**src/rtl/sorted_index_join_probe_unit_assert.svh**
```systemverilog
// ----------------------------------------------------------------------------
// Assertion macros for the sorted-index join probe unit
// Shared concurrent assertion forms, each with a label, a clock and a
// disable condition.
// ----------------------------------------------------------------------------
`ifndef SORTED_INDEX_JOIN_PROBE_UNIT_ASSERT_SVH
`define SORTED_INDEX_JOIN_PROBE_UNIT_ASSERT_SVH

// Same-cycle implication.
`define SIJ_ASSERT_IMPLY(lbl, clk, rst, ante, cons) \
   lbl: assert property (@(posedge clk) disable iff (rst) (ante) |-> (cons)) \
      else $error("assertion failed: implication");

// Next-cycle implication.
`define SIJ_ASSERT_NEXT(lbl, clk, rst, ante, cons) \
   lbl: assert property (@(posedge clk) disable iff (rst) (ante) |=> (cons)) \
      else $error("assertion failed: next-cycle implication");

`endif

```
**src/rtl/sij_pkg.sv**
```systemverilog
// ----------------------------------------------------------------------------
// sij_pkg
// Field widths, command codes and the work item type shared by the
// front end, the work queue and the back end of the join probe unit.
// ----------------------------------------------------------------------------
`timescale 1ns / 1ps
`default_nettype none

package sij_pkg;

   localparam int CMD_W       = 2;
   localparam int SLOT_W      = 10;
   localparam int DATA_W      = 32;
   localparam int REF_W       = 10;
   localparam int COUNT_W     = 11;
   localparam int REQ_DATA_W  = 88;
   localparam int RSP_DATA_W  = 128;
   localparam int QUEUE_DEPTH = 4;

   typedef enum logic [CMD_W-1:0] {
      CMD_LOAD_INDEX = 2'd0,
      CMD_LOAD_RIGHT = 2'd1,
      CMD_PROBE      = 2'd2
   } cmd_type;

   typedef struct packed {
      cmd_type                   op;
      logic [SLOT_W-1:0]         slot;
      logic signed [DATA_W-1:0]  key;
      logic signed [DATA_W-1:0]  value;
      logic [REF_W-1:0]          row;
   } work_type;

   typedef struct packed {
      logic     valid;
      work_type item;
   } work_chan_type;

endpackage

`default_nettype wire

```
**src/rtl/sij_front.sv**
```systemverilog
// ----------------------------------------------------------------------------
// sij_front
// Accepts requests, drops unused codes and out-of-range loads, folds the
// row reference into the table depth and offers the work item to the queue.
// ----------------------------------------------------------------------------
`timescale 1ns / 1ps
`default_nettype none

module sij_front #(
   parameter int TABLE_DEPTH = 1024
) (
   input  wire logic                              clock,
   input  wire logic                              reset,
   input  wire logic                              req_tvalid,
   output logic                                   req_tready,
   input  wire logic [sij_pkg::CMD_W-1:0]         req_tuser,
   input  wire logic [sij_pkg::REQ_DATA_W-1:0]    req_tdata,
   output sij_pkg::work_chan_type                 push,
   input  wire logic                              push_ready
);
   import sij_pkg::*;

   function automatic logic [REF_W-1:0] reduce_row(input logic [REF_W-1:0] r);
      logic [REF_W-1:0] acc;
      longint           lim;
      acc = r;
      for (int k = REF_W - 1; k >= 0; k--) begin
         lim = longint'(TABLE_DEPTH) << k;
         if (lim < (longint'(1) << REF_W) && longint'(acc) >= lim) begin
            acc = acc - REF_W'(lim);
         end
      end
      return acc;
   endfunction

   cmd_type          cmd;
   logic [SLOT_W-1:0] f_slot;
   logic             slot_ok;
   logic             keep;
   work_chan_type    hold_ff, hold_in;

   assign cmd     = cmd_type'(req_tuser);
   assign f_slot  = req_tdata[SLOT_W-1:0];
   assign slot_ok = int'(f_slot) < TABLE_DEPTH;

   assign req_tready = !hold_ff.valid || push_ready;
   assign push       = hold_ff;

   always_comb begin
      unique case (cmd) inside
         CMD_LOAD_INDEX, CMD_LOAD_RIGHT: begin
            keep = slot_ok;
         end
         CMD_PROBE: begin
            keep = 1'b1;
         end
         default: begin
            keep = 1'b0;
         end
      endcase
   end

   always_comb begin
      hold_in = hold_ff;
      if (hold_ff.valid && push_ready) begin
         hold_in.valid = 1'b0;
      end
      if (req_tvalid && req_tready) begin
         hold_in.valid      = keep;
         hold_in.item.op    = cmd;
         hold_in.item.slot  = f_slot;
         hold_in.item.key   = req_tdata[SLOT_W +: DATA_W];
         hold_in.item.value = req_tdata[SLOT_W + DATA_W +: DATA_W];
         hold_in.item.row   = reduce_row(req_tdata[SLOT_W + 2*DATA_W +: REF_W]);
      end
   end

   always_ff @(posedge clock) begin
      if (reset) begin
         hold_ff.valid <= 1'b0;
      end else begin
         hold_ff <= hold_in;
      end
   end

endmodule

`default_nettype wire

```
**config.mk**
```make
export PLATFORM = sky130hd
export DESIGN_NAME = sij_front
export DESIGN_NICKNAME = d
export VERILOG_FILES = /design/src/rtl/sorted_index_join_probe_unit_assert.svh /design/src/rtl/sij_pkg.sv /design/src/rtl/sij_front.sv
export SDC_FILE = /design/constraint.sdc
export NUM_CORES = 1
export LEC_CHECK = 0
export BUFFER_PORTS_ARGS = -buffer_cell sky130_fd_sc_hd__buf_2
export CAP_MARGIN = 20
export CORE_UTILIZATION = 45
export CTS_BUF_LIST = sky130_fd_sc_hd__clkbuf_8
export DETAILED_ROUTE_END_ITERATION = 7
export HOLD_SLACK_MARGIN = 0.05
export PLACE_DENSITY_LB_ADDON = 0.15
export SYNTH_ARGS = -nofsm -noshare
export SYNTH_HDL_FRONTEND = slang
export SYNTH_SLANG_ARGS = --single-unit
```
**constraint.sdc**
```tcl
create_clock -name clock -period 3.1 [get_ports clock]
set_input_delay 0.155 -clock clock [delete_from_list [all_inputs] [get_ports clock]]
set_output_delay 0.155 -clock clock [all_outputs]
set_load 0.02 [all_outputs]
```
Word-level counts from Yosys, hierarchy flattened
Cells that the tools add are included.
{"block": "classes", "reduce_logical": 8, "eq_ne": 2, "bitwise_logic": 1, "mux": 3}
{"operator": "two-way mux 87 bit", "count": 1}
{"operator": "OR reduction 3 bit", "count": 1}
{"operator": "== test 2 x 1 -> 1 bit (second input constant)", "count": 1}
{"operator": "== test 2 bit (second input constant)", "count": 1}
{"operator": "logical AND 1 bit", "count": 2}
{"operator": "logical NOT 2 bit", "count": 1}
{"operator": "two-way mux 1 bit", "count": 2}
{"operator": "AND reduction 2 bit", "count": 1}
{"operator": "nonzero test 2 bit", "count": 1}
{"operator": "logical NOT 1 bit", "count": 1}
{"operator": "logical OR 1 bit", "count": 1}
{"operator": "inverter 1 bit", "count": 1}
{"block": "totals", "elab_cells": 20, "output_inout_bits": 88, "register_bits": 87, "inputBits": 94}

Depth between registers and ports, before layout
{"block": "depth", "ltp_word": 4, "ltp_mapped": 2, "ltp_nobuf": 2}

Worst setup path after synthesis
No wires, ideal clock.
{"block": "synth_path", "kind": "register -> register", "from": "reg hold_ff (netlist bit push[86])", "to": "reg hold_ff (netlist bit push[0]) (enable)", "path_slack_ns": 1.016, "path_stages_with_launch": 3, "arrival_ns": 1.678, "path_buffers": 0, "required_ns": 2.694, "period_less_slack_ns": 2.084, "setup_time_ns": 0.406, "path_cell_list": "dfxtp_1 -> nand2b_4 -> and3b_2"}
{"block": "synth_between", "elab_chain_len": 4}
{"element": "start, declared", "line": "sij_front.sv:40", "rtl": "work_chan_type hold_ff, hold_in;"}
{"element": "start signal, assigned", "line": "sij_front.sv:82", "rtl": "hold_ff <= hold_in;"}
{"element": "logical NOT 1 bit", "line": "sij_front.sv:46", "rtl": "assign req_tready = !hold_ff.valid || push_ready;"}
{"element": "logical OR 1 bit", "line": "sij_front.sv:46"}
{"element": "via req_tready", "line": "sij_front.sv:15", "rtl": "output logic req_tready,"}
{"element": "logical AND 1 bit", "line": "sij_front.sv:68", "rtl": "if (req_tvalid && req_tready) begin"}
{"element": "AND reduction 2 bit (no source line)"}
The timed path passes the listed nets, and every way through them passes these cells.
A chain may end at the register's enable or synchronous reset.

Worst setup path after layout
{"block": "layout_path", "from": "in reset", "to": "reg hold_ff (netlist bit push[21]) (enable)"}
{"block": "layout_between", "elab_chain_len": 2}
{"element": "start, declared", "line": "sij_front.sv:13", "rtl": "input wire logic reset,"}
{"element": "inverter 1 bit (no source line)"}
{"element": "AND reduction 2 bit (no source line)"}
No other way between the ends.

==> impl_results.md <==
* Tot GR Track Use at around 23%
* Yosys top cell by area: edfxtp_1
* Arrival @ worst endpoint at 1.91 ns
* Post-CTS sizing at 0
* Yosys cell types at 6
* Area contributors post-synth: edfxtp_1 (98%), dfxtp_1 (0.76%), nand2b_4 (0.52%), a21bo_1 (0.38%), and3b_2 (0.38%)
* Most common cell after layout, fill and taps aside: buf_2
* Clock Skew at 0.00590 ns
* Global-route wire length before repair at ~10000 um
* Slew HR at 56.5%
* Setup TNS at 0 ns
* Area Growth Syn to Fin at 76.6%
* Synth Warn # at 0
* Worst Setup SP: reset
* CP Capture Point: push[21]$_DFFE_PP_
* Startpoint class of the critical path: input port
* Worst reg2reg path depth at 3
* Fmax achieved at 0.528 GHz
* Synth top area share at 97.6%
* MaxCap Viol Count at 0
* CTS tree: done
* First-pass DRT Iterations at 4
* Class of the worst hold path: input port to register
* Routed Antenna Nets at 0
* CTS Buf Count at 9
* Root buffer cell: clkbuf_8
* Total power draw at 2.29 mW
* CTS clk-pin slew, worst paths at ~0.070 ns
* Maximum vdd ir drop at 0.337 mV
* Via-to-Cell Ratio at 4.36
* Max clock buf depth at 2
* Die Area at a little over 6000 um^2
* Initial antenna violation count at 0
* I/O pins at 182
* Sequential area share after synthesis at 98.4%
* Wire length per cell at between 15 and 20 um
* Starting Density at 47.5%
* Vias in the first global route at between 2000 and 2500
* Largest net degree at the start of global routing at 46
* RD Place Congestion at 0.689
* CP Capture Type: register
* Final cycle utilization of the critical path at ~61%
* Cts hold-fix bufs at between 80 and 90
* Capture point of the worst reg-to-reg path: push[21]$_DFFE_PP_
* Placement Rows at 27
* Core region area at 5570 um^2
* Status: finished clean
* Final net count at 461
* CTS H-tree depth at 3
* Via count at slightly below 2000
* Max reg flops at 87
* Mapped Cells at 91
* Seq cells post-synth at between 80 and 90
* Crit Path Class: input port to register
* RSZ-0062 raised after global routing: no
* Antenna cells at 0
* Most frequent cells in the layout: buf_2 (177), dlygate4sd3_1 (87), edfxtp_1 (86)
* DRC viols at 0
* Finished Core Util at a little over four fifths
* Num Clock Sinks at 87
* Post-Syn Area at ~2600 um^2
* Critical Path Fanout Max at 45
* Avg Inst Size Synth at 29.1 um^2
* Net Count, Synth at ~190
* Worst-Skew Late Latency at 0.33 ns
* HP Start: push_ready
* Port Buffers at 177
* Register-to-register setup slack at 1.38 ns
* Slew @ Worst Pin at 0.653 ns
* Fraction of layout cells with a size suffix above 1 at 51.9%
* Critical R2R Launch: push[86]$_SDFFE_PP0P_
* Total setup buffers inserted after CTS at 0
* Worst EP required at between 3 and 4 ns
* Hold Vio Cnt, Final at 0
* Die Y at 78.7 um
* Gr ovfl total at 0
* Hold path depth at 3
* Power Density at 489 nW/um^2
* Min Clock Period, post-route at 1.89 ns
* Final Slew Violations at 0
* Final WL at 6750 um
* # setup viols final at 0
* Die width at 78.7 um
* Iter 0 DRT Violations at 99
* Lkg Pwr at 1.99 nW
-- through the flow --
stage | hold slack (ns) | cell area [um^2] | std cells | setup WS (ns)
after global routing | 0.109 | 4670 | 444 | 1.15
after floorplan | 0.217 | 2650 | 91 | 1.02
after CTS | 0.0895 | 4670 | 444 | 1.24
final | 0.109 | 4670 | 444 | 1.21
after detailed placement | 0.333 | 3640 | 341 | 1.40
after global placement | 0.328 | 3640 | 341 | 1.43
-- logic make-up after synthesis --
family	Yosys count	share of synthesized area, %
AOI/OAI and AO/OA	2	0.710
and+or+nand+nor	2	0.899
DFF	87	98.4
-- Yosys cell counts --
cell type	n
nand2b_4	1
edfxtp_1	86
and3b_2	1
dfxtp_1	1
a21oi_2	1
a21bo_1	1
-- final cells by class --
type	count	area, um^2
sequential	87	2600
timing repair buffer	265	1780
fill	271	903
clock buffer	9	124
tap	72	90.1
multi-input combinational	4	45.0
clock inverter	7	32.5
-- metal layers --
metal | part of all wire, % | routed length [um] | GRT usage (%)
met5 | 0 | 0 | 0
met4 | 2.8 | 191 | 11.7
met3 | 9.7 | 654 | 7.67
met2 | 51 | 3430 | 39.9
met1 | 37 | 2470 | 24.6
-- where the power goes --
group	switching (mW)	leakage, nW	internal [mW]
logic	0.137	1.09	0.147
registers	0.0122	0.812	1.35
clock network	0.360	0.0865	0.277
-- worst min-delay path by stage --
stage | endpoint | slack [ns]
CTS | push[86]$_SDFFE_PP0P_ | 0.09
detailed placement | push[64]$_DFFE_PP_ | 0.33
global placement | push[86]$_SDFFE_PP0P_ | 0.33
finish | push[86]$_SDFFE_PP0P_ | 0.11
global route | push[86]$_SDFFE_PP0P_ | 0.11
floorplan | push[86]$_SDFFE_PP0P_ | 0.22
-- worst max-delay path, stage by stage --
cell and delay (ns):
dlygate4sd3_1 0.54, buf_2 0.13, and3b_4 0.71, buf_12 0.32
Power figures use the tool's default switching activity.
