**src/rtl/sorted_index_join_probe_unit_assert.svh**
```systemverilog
// ----------------------------------------------------------------------------
// Assertion macros for the sorted-index join probe unit
// Shared concurrent assertion forms, each with a label, a clock and a
// disable condition.
// ----------------------------------------------------------------------------
`ifndef SORTED_INDEX_JOIN_PROBE_UNIT_ASSERT_SVH
`define SORTED_INDEX_JOIN_PROBE_UNIT_ASSERT_SVH

// Same-cycle implication.
`define SIJ_ASSERT_IMPLY(lbl, clk, rst, ante, cons) \
   lbl: assert property (@(posedge clk) disable iff (rst) (ante) |-> (cons)) \
      else $error("assertion failed: implication");

// Next-cycle implication.
`define SIJ_ASSERT_NEXT(lbl, clk, rst, ante, cons) \
   lbl: assert property (@(posedge clk) disable iff (rst) (ante) |=> (cons)) \
      else $error("assertion failed: next-cycle implication");

`endif

```
**src/rtl/sij_pkg.sv**
```systemverilog
// ----------------------------------------------------------------------------
// sij_pkg
// Field widths, command codes and the work item type shared by the
// front end, the work queue and the back end of the join probe unit.
// ----------------------------------------------------------------------------
`timescale 1ns / 1ps
`default_nettype none

package sij_pkg;

   localparam int CMD_W       = 2;
   localparam int SLOT_W      = 10;
   localparam int DATA_W      = 32;
   localparam int REF_W       = 10;
   localparam int COUNT_W     = 11;
   localparam int REQ_DATA_W  = 88;
   localparam int RSP_DATA_W  = 128;
   localparam int QUEUE_DEPTH = 4;

   typedef enum logic [CMD_W-1:0] {
      CMD_LOAD_INDEX = 2'd0,
      CMD_LOAD_RIGHT = 2'd1,
      CMD_PROBE      = 2'd2
   } cmd_type;

   typedef struct packed {
      cmd_type                   op;
      logic [SLOT_W-1:0]         slot;
      logic signed [DATA_W-1:0]  key;
      logic signed [DATA_W-1:0]  value;
      logic [REF_W-1:0]          row;
   } work_type;

   typedef struct packed {
      logic     valid;
      work_type item;
   } work_chan_type;

endpackage

`default_nettype wire

```
**src/rtl/sij_queue.sv**
```systemverilog
// ----------------------------------------------------------------------------
// sij_queue
// Short first-in first-out queue of work items between the front end and
// the back end, so that either side may stall on its own.
// ----------------------------------------------------------------------------
`timescale 1ns / 1ps
`default_nettype none

module sij_queue (
   input  wire logic                  clock,
   input  wire logic                  reset,
   input  wire sij_pkg::work_chan_type push,
   output logic                       push_ready,
   output sij_pkg::work_chan_type     pop,
   input  wire logic                  pop_ready
);
   import sij_pkg::*;

   localparam int QAW = $clog2(QUEUE_DEPTH);

   work_type           entry_ff [QUEUE_DEPTH];
   logic [QAW-1:0]     wr_ptr_ff, wr_ptr_in;
   logic [QAW-1:0]     rd_ptr_ff, rd_ptr_in;
   logic [QAW:0]       count_ff, count_in;
   logic               do_push;
   logic               do_pop;

   assign push_ready = count_ff != (QAW+1)'(QUEUE_DEPTH);
   assign pop.valid  = count_ff != '0;
   assign pop.item   = entry_ff[rd_ptr_ff];
   assign do_push    = push.valid && push_ready;
   assign do_pop     = pop.valid && pop_ready;

   always_comb begin
      wr_ptr_in = wr_ptr_ff;
      rd_ptr_in = rd_ptr_ff;
      count_in  = count_ff;
      if (do_push) begin
         wr_ptr_in = (wr_ptr_ff == QAW'(QUEUE_DEPTH - 1)) ? '0 : wr_ptr_ff + QAW'(1);
      end
      if (do_pop) begin
         rd_ptr_in = (rd_ptr_ff == QAW'(QUEUE_DEPTH - 1)) ? '0 : rd_ptr_ff + QAW'(1);
      end
      if (do_push && !do_pop) begin
         count_in = count_ff + (QAW+1)'(1);
      end else if (do_pop && !do_push) begin
         count_in = count_ff - (QAW+1)'(1);
      end
   end

   always_ff @(posedge clock) begin
      if (reset) begin
         wr_ptr_ff <= '0;
         rd_ptr_ff <= '0;
         count_ff  <= '0;
      end else begin
         wr_ptr_ff <= wr_ptr_in;
         rd_ptr_ff <= rd_ptr_in;
         count_ff  <= count_in;
      end
   end

   always_ff @(posedge clock) begin
      if (do_push) begin
         entry_ff[wr_ptr_ff] <= push.item;
      end
   end

endmodule

`default_nettype wire

```
**config.mk**
```make
export PLATFORM = sky130hd
export DESIGN_NAME = sij_queue
export DESIGN_NICKNAME = d
export VERILOG_FILES = /design/src/rtl/sorted_index_join_probe_unit_assert.svh /design/src/rtl/sij_pkg.sv /design/src/rtl/sij_queue.sv
export SDC_FILE = /design/constraint.sdc
export NUM_CORES = 1
export LEC_CHECK = 0
export ABC_AREA = 1
export CAP_MARGIN = 20
export CORE_MARGIN = 1
export CORE_UTILIZATION = 29
export CTS_BUF_LIST = sky130_fd_sc_hd__clkbuf_4 sky130_fd_sc_hd__clkbuf_8
export CTS_CLUSTER_DIAMETER = 50
export DETAILED_ROUTE_END_ITERATION = 7
export DONT_BUFFER_PORTS = 1
export SETUP_SLACK_MARGIN = 0.5
export SLEW_MARGIN = 20
export SYNTH_ARGS = -nofsm -noshare
export SYNTH_HDL_FRONTEND = slang
export SYNTH_SLANG_ARGS = --single-unit
```
**constraint.sdc**
```tcl
create_clock -name clock -period 6.1 [get_ports clock]
set_input_delay 1.22 -clock clock [delete_from_list [all_inputs] [get_ports clock]]
set_output_delay 1.22 -clock clock [all_outputs]
set_load 0.02 [all_outputs]
```
After elaboration in Yosys (flattened, before gate mapping)

Memory sizes are Yosys's and may differ from the RTL's. A register that Yosys moved wholly into a read port is not among the register bits.
Cells that the tools add are included.

Output and inout port bits: 88
Input bits: 90
Memories: 1
Bits in registers: 7
Memory bits (writable): 344
Logic and storage cells: 27

Add/sub/neg operators: 4
Muxes and demuxes: 8
Reduce and logical (&&, ||, !) cells: 8
Equality and inequality tests: 3

Memory list:

| memory   | words | width | rd ports | clocked after memory_dff | write ports | RTL line        | RTL |
|---|---|---|---|---|---|---|---|
| entry_ff | 4     | 86    | 1        | 1                        | 1           | sij_queue.sv:21 | `work_type entry_ff [QUEUE_DEPTH];` |

Operators with widths:

| operator            | number |
|---|---|
| $mux 2              | 4 |
| $mux 3              | 2 |
| $add 2x1->2 const B | 2 |
| $eq 2x2->1 const B  | 2 |
| $logic_and 1x1->1   | 4 |
| $add 3x1->3 const B | 1 |
| $ne 3x3->1 const B  | 1 |
| $reduce_bool 3->1   | 1 |
| $sub 3x1->3 const B | 1 |
| $logic_not 1->1     | 2 |
| $mux 1              | 2 |
| $reduce_bool 2->1   | 1 |

Logic depth before layout (Yosys ltp)

Gate-level depths: netlist of the first run.

Word-level depth: 6
Mapped depth: 13
Depth with buffers taken out: 13

Worst setup path after synthesis of the first run

No wires, ideal clock.

Kind: input to register
Start point: input port push[86] in the netlist's numbering
End point: memory entry_ff[0][0] in the netlist's numbering, enable pin
Setup time: 0.532 ns
Data arrival time: 4.929 ns
Cell stages on the path: 2
Buffers on the path: 0
Slack: 0.640 ns
Path through: nand2_1 nor2_1

Word-level cells in the longest chain between the ends: 3

Ends and longest elaborated chain:

| what                         | RTL line        | RTL |
|---|---|---|
| from (decl)                  | sij_queue.sv:12 | `input wire sij_pkg::work_chan_type push,` |
| $logic_and 1x1->1            | sij_queue.sv:31 | `assign do_push = push.valid && push_ready;` |
| $mux 1                       | sij_queue.sv:64 | `if (do_push) begin` |
| $mux 1 (implied by the code) | sij_queue.sv:65 | `entry_ff[wr_ptr_ff] <= push.item;` |
| to (decl)                    | sij_queue.sv:21 |  |

No other way between the ends.

==> impl_metrics.py, run 1 <==
metrics = {
    "min_path": {
        "hold_path.class": "flop to flop",
    },
    "logic_synthesis": {
        "syn_nets": 997,
        "synth.mux.area_fraction": 0,
        "syn_area_um2": 13200,
        "syn_inst": 900,
        "async_flop_share": 0,
        "synth_top_cells_by_count": "344 x edfxtp_1, 187 x nor2_1, 162 x o21ai_0",
        "syn_avg_cell_area_um2": 14.7,
        "synth_compound_area_frac": 0.107,
        "synth_xor_area_frac": 0.000663,
        "yosysMostFrequentCell": "edfxtp_1",
        "synth_flop_cell": "edfxtp_1",
        "synth_area_leader_cell": "edfxtp_1",
        "yosys.area_share.simple": 0.0594,
        "yosysSeqAreaShare": 0.795,
        "synth.area.top_cells": "edfxtp_1 78%, o21ai_0 6.1%, nor2_1 5.3%",
        "ys_warn_count": 0,
        "synth_cell_types": 23,
        "synth_top_family_by_area": "compound AO/OA/AOI/OAI gates",
        "synth_edf_count": 344,
        "ys_seq_elements": 353,
        "synth.top_cell.area_share": 0.781,
        "synth_fa_ha_area_frac": 0.00719,
    },
    "clock_network": {
        "htree_levels": 2,
        "numCtsBuffers": 60,
        "root_buffer": "clkbuf_8",
        "cts_setup_buffers": 0,
        "insertion_delay_ns": 0.61,
        "clock-sinks": 353,
        "cts_tree": "done",
        "hold_buffers": 0,
        "cts_resized": 0,
        "clock_tree.buffer_depth": 3,
        "path_clk_slew_ns": 0.06,
    },
    "layout": {
        "diodes": 0,
        "synthToLayoutAreaGrowth_pct": 13.3,
        "nFillCells": 4284,
        "nets": 1017,
        "drive_gt1_frac": 0.122,
    },
    "power": {
        "power_frac_clock": 0.308,
        "ir_drop_mv": 0.254,
        "power_mw": 6.92,
        "pwr-share-seq": 0.448,
        "p_leak_nw": 4.83,
        "sw_frac_of_total": 0.348,
        "p_per_area_nw_per_um2": 462,
        "intPower_mw": 4.51,
        "comb_power_share": 0.244,
        "power_switching_mw": 2.41,
    },
    "routing": {
        "vias": 7359,
        "wirelength_mm": 29.4,
        "routed_via_density": 4.72,
        "ant_nets": 0,
        "detail_route.first_pass.iterations": 4,
        "dr.first_iter.drc_count": 514,
        "drcViolationCount": 0,
        "wl_per_cell_um": 18.9,
    },
    "floorplanning": {
        "core_area_um2": 44600,
        "rows": 77,
        "dieWidth_um": 216,
        "io_pins": 178,
        "die_area_um2": 46400,
        "start_util": 0.296,
        "die_h_um": 216,
    },
    "sta": {
        "fin_hold_ws_ns": 0.520,
        "fmax_ghz": 0.230,
        "worst_pin_slew_ns": 0.994,
        "slew_violations": 0,
        "hold_viol": 0,
        "finClkSkew_ns": 0.0119,
        "finalSetupTns_ns": 0,
        "min_period_over_period": 0.713,
        "slew_headroom": 0.337,
        "setup_viol": 0,
        "rsz0062_at_grt": "false",
        "period_minus_slack_ns": 4.35,
    },
    "placed_design": {
        "io_buffer_count": 0,
        "gp_congestion": 0.725,
        "dp_hpwl_mm": 15.9,
    },
    "setup_path": {
        "cp.arrival_ns": 3.13,
        "path_buf_inv": 2,
        "crit_type": "flop to output pin",
        "cp_cell_sequence": "inv_6 -> buf_4 -> o21ai_0 -> o22ai_1",
        "critPathSlowestCell": "inv_6",
        "cpPeakStageDelay_ns": 0.77,
        "crit_path_start_kind": "flop",
        "critPathMaxFanout": 132,
        "crit_family": "buffers and inverters",
        "cp.required_ns": 4.88,
        "critPathCaptureType": "output pin",
    },
    "grt": {
        "grt_pass1_vias": 7461,
        "grt_pass1_wl_mm": 44.1,
        "gr-usage-all-layers": 0.125,
        "grt_overflow": 0,
        "grt_max_degree": 133,
        "antenna_found_initial": 0,
    },
    "status": {
        "status": "finished, final reports clean",
    },
    "job": {
        "max_cap_viol_count": 0,
    },
}
-- final cells by class --
class                           instances  area [µm²]  share of cell area
Timing Repair Buffer                   13        97.6             0.00651
Clock buffer                           83        1020              0.0683
Sequential cell                       353       10500               0.702
Inverter                               16        65.1             0.00434
Tap cell                              592         741              0.0494
Clock inverter                         25         200              0.0134
Multi-Input combinational cell        476        2340               0.156
-- path summary, 6_finish.rpt --
check / startpoint / end / slack [ns] / cells past startpoint
worst min-delay path: rd_ptr_ff[1] / flop / 0.52 / 2
worst max-delay path: flop / pop[69] / 1.75 / 4
worst min register to register: rd_ptr_ff[1] / flop / 0.52 / 2
worst max register to register: count_ff[1] / entry_ff[2][45] / 3.78 / 5
-- through the flow --
stage          utilization  instances  setup WS (ns)  instance area (µm²)
3_5_place_dp         0.308       1450           2.29                13800
2_1_floorplan            -        900          0.640                13200
5_1_grt              0.336       1558           1.43                15000
4_1_cts              0.336       1558           1.58                15000
6_report             0.336       1558           1.75                15000
3_3_place_gp         0.308       1450           2.38                13800
-- registers in the layout, indices dropped and copies added, names as in the netlist, named ones only --
register   cells
entry_ff     344
count_ff       3
rd_ptr_ff      2
wr_ptr_ff      2
-- power groups by stage --
stage          clock, mW  combinational, mW  sequential (mW)
3_3_place_gp           0               1.69             3.14
6_report            2.13               1.69             3.10
3_5_place_dp           0               1.72             3.15
2_1_floorplan          0               1.43             3.09
4_1_cts             2.20               1.72             3.10
5_1_grt             2.30               1.86             3.13
-- metal layers --
layer  part of all wire  global-route usage  vias up
li1                   -                   -     3428
met1               0.41               0.142     3647
met2               0.47               0.206      240
met3              0.099              0.0585       44
met4              0.020              0.0407        0
met5                  0                   0        -
-- placed cells by master, fill, tap and decap left out --
master,count
a21oi_1,3
buf_4,13
bufinv_16,3
clkbuf_4,19
clkbuf_8,64
clkinv_1,11
clkinv_2,7
clkinv_4,3
clkinvlp_4,1
dfxtp_1,7
dfxtp_4,2
edfxtp_1,344
fa_1,1
ha_1,6
inv_1,14
inv_2,1
inv_6,1
nand2_1,14
nand3_1,2
nand3b_1,2
nand4_1,1
nor2_1,183
nor2_4,4
o21ai_0,162
o21ai_1,11
o22ai_1,86
xor2_1,1
-- kinds of logic (layout without fill, tap and decap cells) --
| kind of cell | Yosys count | in the layout |
|---|---|---|
| xor gates and xnor gates | 1 | 1 |
| and+or+nand+nor | 206 | 206 |
| buffers and inverters | 71 | 137 |
| AOI/OAI and AO/OA | 262 | 262 |
| adders and majority gates | 7 | 7 |
| DFF | 353 | 353 |
-- worst reg2reg max path, stage by stage, from the launching register on --
cell and delay (ns):
dfxtp_1 0.38, nor2_1 0.08, nand2_1 0.29, nand2_1 0.34, nor2_4 0.18, buf_4 0.59
Power figures use the tool's default switching activity.
==> run 2, diff against run 1 <==
--- a/config.mk
+++ b/config.mk
@@ -5,7 +5,7 @@
 export SDC_FILE = /design/constraint.sdc
 export NUM_CORES = 1
 export LEC_CHECK = 0
-export ABC_AREA = 1
+export ABC_AREA = 0
 export CAP_MARGIN = 20
 export CORE_MARGIN = 1
 export CORE_UTILIZATION = 29
==> constraint.sdc (replaced) <==
create_clock -name clock -period 4.15 [get_ports clock]
set_input_delay 0.83 -clock clock [delete_from_list [all_inputs] [get_ports clock]]
set_output_delay 0.83 -clock clock [all_outputs]
set_load 0.02 [all_outputs]
==> run 2 against run 1 <==
Power up 33%. Synthesized cell count fell by 45%. Non-clock buffer count is 5 lower. Clock power is 42% higher. First-iteration DRC count down 39%. Global-route usage is 1.8 points lower. Wire length shrank 18%. Synthesized area decreased by 2.6%. Worst setup slack got worse by 0.69 ns. Count of clock-buffer cells in the layout decreased by 6. Die area decreased by 2.6%. Highest routed layer unchanged.
==> impl_metrics.py, run 2 <==
metrics = {
    "layout": {
        "diodes": 0,
        "nFillCells": 3991,
        "largest_reg_flops": 344,
        "layout_common_cells": "344 x edfxtp_1, 86 x mux4_2, 59 x clkbuf_8",
        "reg.largest.list": "entry_ff (344), count_ff (3)",
        "nets": 641,
        "synthToLayoutAreaGrowth_pct": 15.0,
        "drive_gt1_frac": 0.341,
        "top_register": "entry_ff",
        "layout_commonest_cell": "edfxtp_1",
        "fin_util": 0.341,
    },
    "logic_synthesis": {
        "synth.area.top_cells": "edfxtp_1 80%, mux4_2 15%, dfxtp_1 1.4%",
        "synth_top_cells_by_count": "344 x edfxtp_1, 86 x mux4_2, 10 x buf_2",
        "ys_warn_count": 0,
        "synth_edf_count": 344,
        "yosysMostFrequentCell": "edfxtp_1",
        "syn_inst": 498,
        "synth_xor_area_frac": 0.00136,
        "synth.mux.area_fraction": 0.153,
        "async_flop_share": 0,
        "synth_flop_cell": "edfxtp_1",
        "syn_area_um2": 12900,
        "synth_cell_types": 26,
        "yosysSeqAreaShare": 0.816,
        "syn_nets": 595,
        "syn_avg_cell_area_um2": 25.9,
        "yosys.area_share.simple": 0.00826,
        "synth_area_leader_cell": "edfxtp_1",
        "synth_top_family_by_area": "multiplexers",
        "synth.top_cell.area_share": 0.802,
        "ys_seq_elements": 353,
        "synth_fa_ha_area_frac": 0.00739,
        "synth_compound_area_frac": 0.00272,
    },
    "clock_network": {
        "cts_resized": 0,
        "cts_tree": "done",
        "clock-sinks": 353,
        "hold_buffers": 0,
        "numCtsBuffers": 58,
        "root_buffer": "clkbuf_8",
        "clock_tree.buffer_depth": 3,
        "htree_levels": 2,
        "cts_setup_buffers": 0,
        "insertion_delay_ns": 0.60,
        "path_clk_slew_ns": 0.06,
    },
    "grt": {
        "grt_pass1_vias": 5808,
        "grt_pass1_wl_mm": 35.1,
        "gr-usage-all-layers": 0.107,
        "antenna_found_initial": 0,
        "grt_overflow": 0,
        "grt_max_degree": 56,
    },
    "floorplanning": {
        "dieWidth_um": 213,
        "start_util": 0.296,
        "die_h_um": 213,
        "core_area_um2": 43500,
        "io_pins": 178,
        "rows": 76,
        "die_area_um2": 45200,
    },
    "setup_path": {
        "critPathMaxFanout": 55,
        "r2r-start": "count_ff[0]",
        "crit_path_start_kind": "flop",
        "ff2ff_path_depth": 3,
        "crit_type": "flop to output pin",
        "critPathCaptureType": "output pin",
        "timing.rr.end": "entry_ff[2][5]",
        "cp.required_ns": 3.32,
        "cp.arrival_ns": 2.26,
        "worstSetupEndpoint": "pop[77]",
        "r2r_slack_ns": 1.57,
    },
    "routing": {
        "wl_per_cell_um": 20.4,
        "detail_route.first_pass.iterations": 5,
        "dr.first_iter.drc_count": 316,
        "vias": 5271,
        "wirelength_mm": 24.0,
        "drcViolationCount": 0,
        "ant_nets": 0,
        "routed_via_density": 4.48,
    },
    "placed_design": {
        "dp_hpwl_mm": 14.7,
        "dpl_worst_slack_ns": 1.54,
        "gp_congestion": 0.711,
        "io_buffer_count": 0,
    },
    "power": {
        "ir_drop_mv": 0.374,
        "p_leak_nw": 4.50,
        "p_per_area_nw_per_um2": 620,
        "power_mw": 9.18,
    },
    "min_path": {
        "hold_path.class": "input port to flop",
    },
    "sta": {
        "setup_viol": 0,
        "setup_ws_ns": 1.06,
        "period_minus_slack_ns": 3.09,
        "finalSetupTns_ns": 0,
        "rsz0062_at_grt": "false",
        "slew_violations": 0,
        "finClkSkew_ns": 0.0258,
        "slew_headroom": 0.524,
        "worst_pin_slew_ns": 0.713,
        "fmax_ghz": 0.323,
        "min_period_over_period": 0.746,
        "hold_viol": 0,
    },
    "status": {
        "status": "finished, final reports clean",
    },
    "job": {
        "max_cap_viol_count": 0,
    },
}
==> run 2: per-stage QoR <==
step | std cells | hold slack (ns) | area [µm²]
2_1_floorplan | 498 | 0.463 | 12900
3_5_place_dp | 1069 | 0.493 | 13600
3_3_place_gp | 1069 | 0.480 | 13600
5_1_grt | 1177 | 0.216 | 14800
6_report | 1177 | 0.290 | 14800
4_1_cts | 1177 | 0.206 | 14800
==> run 2: worst min path at each step <==
stage                 start           to  slack (ns)  cells after the start
2_1_floorplan  rd_ptr_ff[0]         flop        0.46                      2
3_3_place_gp   rd_ptr_ff[0]         flop        0.48                      2
3_5_place_dp   rd_ptr_ff[0]         flop        0.49                      2
4_1_cts               reset  count_ff[0]        0.21                      1
5_1_grt               reset  count_ff[0]        0.22                      1
6_report              reset  count_ff[0]        0.29                      1
==> run 2: logic make-up after synthesis <==
group | after synthesis
AOI/OAI and AO/OA | 5
and+or+nand+nor | 17
buffers and inverters | 25
adders and majority gates | 7
muxes | 89
DFF | 353
xor gates and xnor gates | 2
==> run 2: critical path, stage by stage (launching register included) <==
cell     delay (ns)
dfxtp_4        0.48
buf_12         0.36
mux4_2         0.68
==> run 2: final cells by class <==
| cell class | count | area, µm² | share of cell area |
|---|---|---|---|
| sequential | 353 | 10500 | 0.710 |
| inverter | 3 | 11.3 | 0.000760 |
| tap | 585 | 732 | 0.0494 |
| timing repair buffer | 8 | 123 | 0.00828 |
| multi-input combinational | 120 | 2240 | 0.151 |
| clock buffer | 77 | 947 | 0.0639 |
| clock inverter | 31 | 245 | 0.0166 |
==> run 2: per-layer routing <==
metal	wire length (µm)	vias up	global-route usage
met1	8910	2757	0.114
met5	0	-	0
met4	644	0	0.0432
met2	11900	208	0.177
met3	2500	58	0.0543
li1	-	2248	-
==> run 2: where the power goes <==
group | leakage [nW] | switching [mW] | total (mW) | internal (mW)
Combinational | 0.656 | 1.08 | 1.70 | 0.613
Sequential | 3.23 | 0.132 | 4.46 | 4.32
Clock | 0.619 | 1.34 | 3.03 | 1.69
Total | 4.50 | 2.55 | 9.18 | 6.63
